**src/rtl/socc_pkg.sv**
```systemverilog
// Shared types and constants for the subarray OR coverage checker.
// No dependencies; imported by every module of the block.
package socc_pkg;

  localparam int MAX_WIDTH_DEF  = 16;
  localparam int LIST_DEPTH_DEF = 17;
  localparam int IN_W           = 16;
  localparam int CFG_W          = 5;
  localparam logic [CFG_W-1:0] WIDTH_RESET = 5'd16;

  typedef enum logic [2:0] {
    ST_CLEAR,
    ST_IDLE,
    ST_RUN,
    ST_SCAN,
    ST_DONE
  } state_t;

  // Broadcast to every cell of the list chain.
  typedef struct packed {
    logic pop;
    logic push;
  } cell_ctl_t;

endpackage

```
**src/rtl/socc_cell.sv**
```systemverilog
// One cell of the run-OR list chain: holds one entry, shifts toward the head
// on pop and loads the pushed value when it is the tail slot. Uses socc_pkg.
module socc_cell #(
  parameter int DATA_W = socc_pkg::MAX_WIDTH_DEF,
  parameter int CNT_W  = 5,
  parameter int IDX    = 0
) (
  input  logic                 clk,
  input  socc_pkg::cell_ctl_t  ctl,
  input  logic [CNT_W-1:0]     len_post,
  input  logic [DATA_W-1:0]    push_data,
  input  logic [DATA_W-1:0]    right_val,
  output logic [DATA_W-1:0]    val
);
  import socc_pkg::*;

  logic [DATA_W-1:0] val_r;

  // len_post is the occupancy after this cycle's pop, i.e. the tail slot.
  always_ff @(posedge clk) begin
    if (ctl.push && len_post == CNT_W'(IDX)) begin
      val_r <= push_data;
    end else if (ctl.pop) begin
      val_r <= right_val;
    end
  end

  assign val = val_r;

endmodule

```
**config.mk**
```make
export PLATFORM = sky130hd
export DESIGN_NAME = socc_cell
export DESIGN_NICKNAME = d
export VERILOG_FILES = /design/src/rtl/socc_pkg.sv /design/src/rtl/socc_cell.sv
export SDC_FILE = /design/constraint.sdc
export NUM_CORES = 1
export LEC_CHECK = 0
export BUFFER_PORTS_ARGS = -buffer_cell sky130_fd_sc_hd__clkbuf_2
export CAP_MARGIN = 10
export CORE_MARGIN = 2
export CORE_UTILIZATION = 38
export CTS_CLUSTER_SIZE = 10
export DETAILED_ROUTE_END_ITERATION = 7
export GPL_TIMING_DRIVEN = 0
export PLACE_DENSITY = 0.88
export SETUP_SLACK_MARGIN = 0.2
export SYNTH_ARGS = -nofsm -noshare
export SYNTH_HDL_FRONTEND = slang
export SYNTH_SLANG_ARGS = --single-unit
```
**constraint.sdc**
```tcl
create_clock -name clk -period 2 [get_ports clk]
set_input_delay 0.3 -clock clk [delete_from_list [all_inputs] [get_ports clk]]
set_output_delay 0.3 -clock clk [all_outputs]
set_load 0.01 [all_outputs]
```
==> Word-level counts from Yosys, hierarchy flattened <==
Index checks and enable logic that the tools add are counted.
W data, S select, Z words.
{ "totals": {"ff_bits": 16, "inputBits": 40, "wordCells": 6} }
{ "op_classes": {"mux": 2, "reduce_logical": 3} }
{ "ops": {"columns": ["cell", "count"], "rows": [
  ["$mux W16", 2],
  ["$logic_not A5 Y1", 1],
  ["$reduce_bool A2 Y1", 1],
  ["$logic_and A1 B1 Y1", 1]
]} }

==> Depth between registers and ports, before layout <==
{ "depth": {"word_depth": 3, "depth_mapped": 4} }

==> Least setup slack after synthesis <==
No wires, ideal clock.
{ "synth_path": {"path_type": "input -> register", "start": "in len_post[1]", "end": "reg val_r[0] (netlist: val[0]) (enable)", "setup_time_ns": 0.371, "t_arrival_ns": 1.440, "required_ns": 1.629, "path_slack_ns": 0.189, "cell_stages": 4, "path_buffers": 1, "cell_sequence": "nor4_2 nand3b_2 buf_6 or2b_1"} }
{ "synth_via": {"elab_chain_cells": 3} }
{ "synth_rtl": {"columns": ["element", "line_no", "source"], "rows": [
  ["from (decl)", "socc_cell.sv:10", "input logic [CNT_W-1:0] len_post,"],
  ["$logic_not A5 Y1", "socc_cell.sv:21", "if (ctl.push && len_post == CNT_W'(IDX)) begin"],
  ["$logic_and A1 B1 Y1", "socc_cell.sv:21", null],
  ["$reduce_bool A2 Y1 (no line)", null, null],
  ["to (signal assigned)", "socc_cell.sv:22", "val_r <= push_data;"],
  ["to (signal assigned)", "socc_cell.sv:24", "val_r <= right_val;"],
  ["to (decl)", "socc_cell.sv:17", "logic [DATA_W-1:0] val_r;"]
]} }
No other way between the ends.
A chain may end at the register's enable or synchronous reset.

==> Final worst setup path <==
{ "layout_path": {"start": "in len_post[1]", "end": "reg val_r[10] (netlist: val[10]) (enable)"} }
The elaborated chain is that of the path after synthesis.

==> run_results.csv <==
group,metric,value,unit
layout,fin_nets,136,
clocking,clkTransAtPathRegs,90,ps
synth,synth_cells,36,
synth,netlist_area,737,um^2
clocking,cts_setup_buffers,0,
critical_path,crit_arrival,1550,ps
synth,yosysUniqueCellTypes,7,
critical_path,cp_top_family,"simple AND/OR/NAND/NOR gates",
synth,synth.mux.area_fraction,0.290,
sta,setup_tns,0,ps
die,dieArea,0.00231,mm^2
critical_path,startpoint,"len_post[1]",
sta,hold_viol,0,
critical_path,crit_type,"in2reg",
synth,yosys.area_share.xor_xnor,0,
worst_hold_path,hold_start,"push_data[7]",
critical_path,cp-end-kind,"flip-flop",
sta,worst_slew_pin_slew,341,ps
critical_path,cp_slowest_cell,"or2b_2",
clocking,htree_levels,1,
routing,viasPerCell,4.51,
clocking,cts_resized,0,
critical_path,crit_path_start_kind,"input port",
power,powerDensity,635,mW/mm^2
die,coreArea,0.00178,mm^2
clocking,cts_tree,"yes",
die,dieWidth,48.0,um
synth,synthSimpleGateAreaFrac,0.0424,
synth,synth_top_family_by_area,"multiplexers",
power,total_power,0.678,mW
placed_design,io_buffers,55,
synth,seq_area_frac_synth,0.652,
routing,dr.pass1.iters,3,
power,p_leak,0.533,nW
critical_path,worstPathRequired,1940,ps
die,die_height,48.0,um
placed_design,placed_area,0.00104,mm^2
sta,final_max_slew_viol_count,0,
layout,fin_area,0.00107,mm^2
synth,synth_compound_area_frac,0,
layout,drive_gt1_frac,0.830,
grt,grt_max_degree,17,
worst_hold_path,hold_class,"in2reg",
power,vdd_drop_max,0.303,mV
die,start_util,0.413,
placed_design,gp_congestion,0.683,
clocking,cts-root-buf,"clkbuf_4",
placed_design,post-place-ws,82.3,ps
synth,yosys_warnings,0,
sta,finalSetupViolations,0,
critical_path,critical_path.max_fanout,16,
clocking,cts_hold_buf,0,
layout,largest_reg_flops,16,
routing,drt_iter0_markers,8,
run,cap_violations,0,
routing,post-route-drc-count,0,
critical_path,crit_chain,"clkbuf_2, nor4_2, nand3b_2, buf_6, or2b_2",
die,rows,15,
critical_path,critPathMaxStageDelay,390,ps
synth,synth-seq-cells,16,
grt,grt_usage,0.143,
routing,drtAntennaViolNets,0,
sta,max_freq,0.621,GHz
die,pin_count,56,
routing,vias,537,
grt,first_global_vias,548,
sta,post-route-period-util,0.806,
grt,grt_pass1_wl,2180,um
sta,relSlewSlack,0.773,
clocking,cts_num_sinks,16,
synth,avgSynthCellArea,20.5,um^2
synth,synth_fp_nets,76,
sta,fin_crit,1610,ps
layout,area_growth,44.8,%
synth,yosysTopAreaCell,"edfxtp_1",
synth,yosysTopAreaCellShare,0.652,
sta,whs,327,ps
layout,antenna_cells,0,
grt,overflow,0,
clocking,numCtsBuffers,3,
sta,rsz0062_at_grt,"false",
run_status,status,"finished clean",
clocking,cts_buffer_depth,2,
synth,synth_area_leaders,"edfxtp_1 (65%), mux2_4 (18%), mux2_2 (11%), nor4_2 (1.7%), buf_6 (1.5%)",
layout,fill_cells,161,
sta,worst_slack,389,ps
routing,routed_wl,1460,um
synth,synth_fa_ha_area_frac,0,
grt,antenna_found_initial,0,
critical_path,cp.buffers_inverters,2,
routing,avgRoutedWirePerCell,12.2,um
## per-stage QoR
step | util | instances
floorplan | - | 36
global placement | 0.586 | 116
detailed placement | 0.586 | 116
CTS | 0.599 | 119
global route | 0.599 | 119
finish | 0.599 | 119
## final cells by class
type	count	area, um^2	area share
multi-input combinational	19	246	0.231
clock buffer	3	22.5	0.0211
timing repair buffer	55	275	0.258
tap	25	31.3	0.0293
buffer	1	11.3	0.0106
sequential	16	480	0.450
## synth_stat cells
cell,n
edfxtp_1,16
mux2_4,9
mux2_2,7
buf_6,1
nand3b_2,1
nor4_2,1
or2b_1,1
## cells by family (layout without fill, tap and decap cells)
logic type	Yosys count	in the layout
simple gates	3	3
flops	16	16
buf+inv	1	59
mux	16	16
## per-layer routing
metal	global-route usage	vias up	share of wire
met5	0	-	0
met4	0.0973	0	0.013
met3	0.0113	2	0.065
met2	0.288	36	0.55
met1	0.130	237	0.37
li1	-	262	-
## layout by cell type (no fill, tap or decap), drive strengths merged
cell type / Yosys / layout
or2b: 1 / 1
nand3b: 1 / 1
mux2: 16 / 16
edfxtp: 16 / 16
clkbuf: 0 / 58
nor4: 1 / 1
buf: 1 / 1
## worst paths after layout
check | endpoint | slack, ps | cells past startpoint
setup / recovery | val[10] | 390 | 5
hold / removal | val[7] | 330 | 2
## where the power goes
part | internal, mW | switching [mW]
sequential | 0.401 | 0.00707
clock | 0.0695 | 0.0856
combinational | 0.0660 | 0.0484
total | 0.536 | 0.141
(Power assumes the default switching activity.)
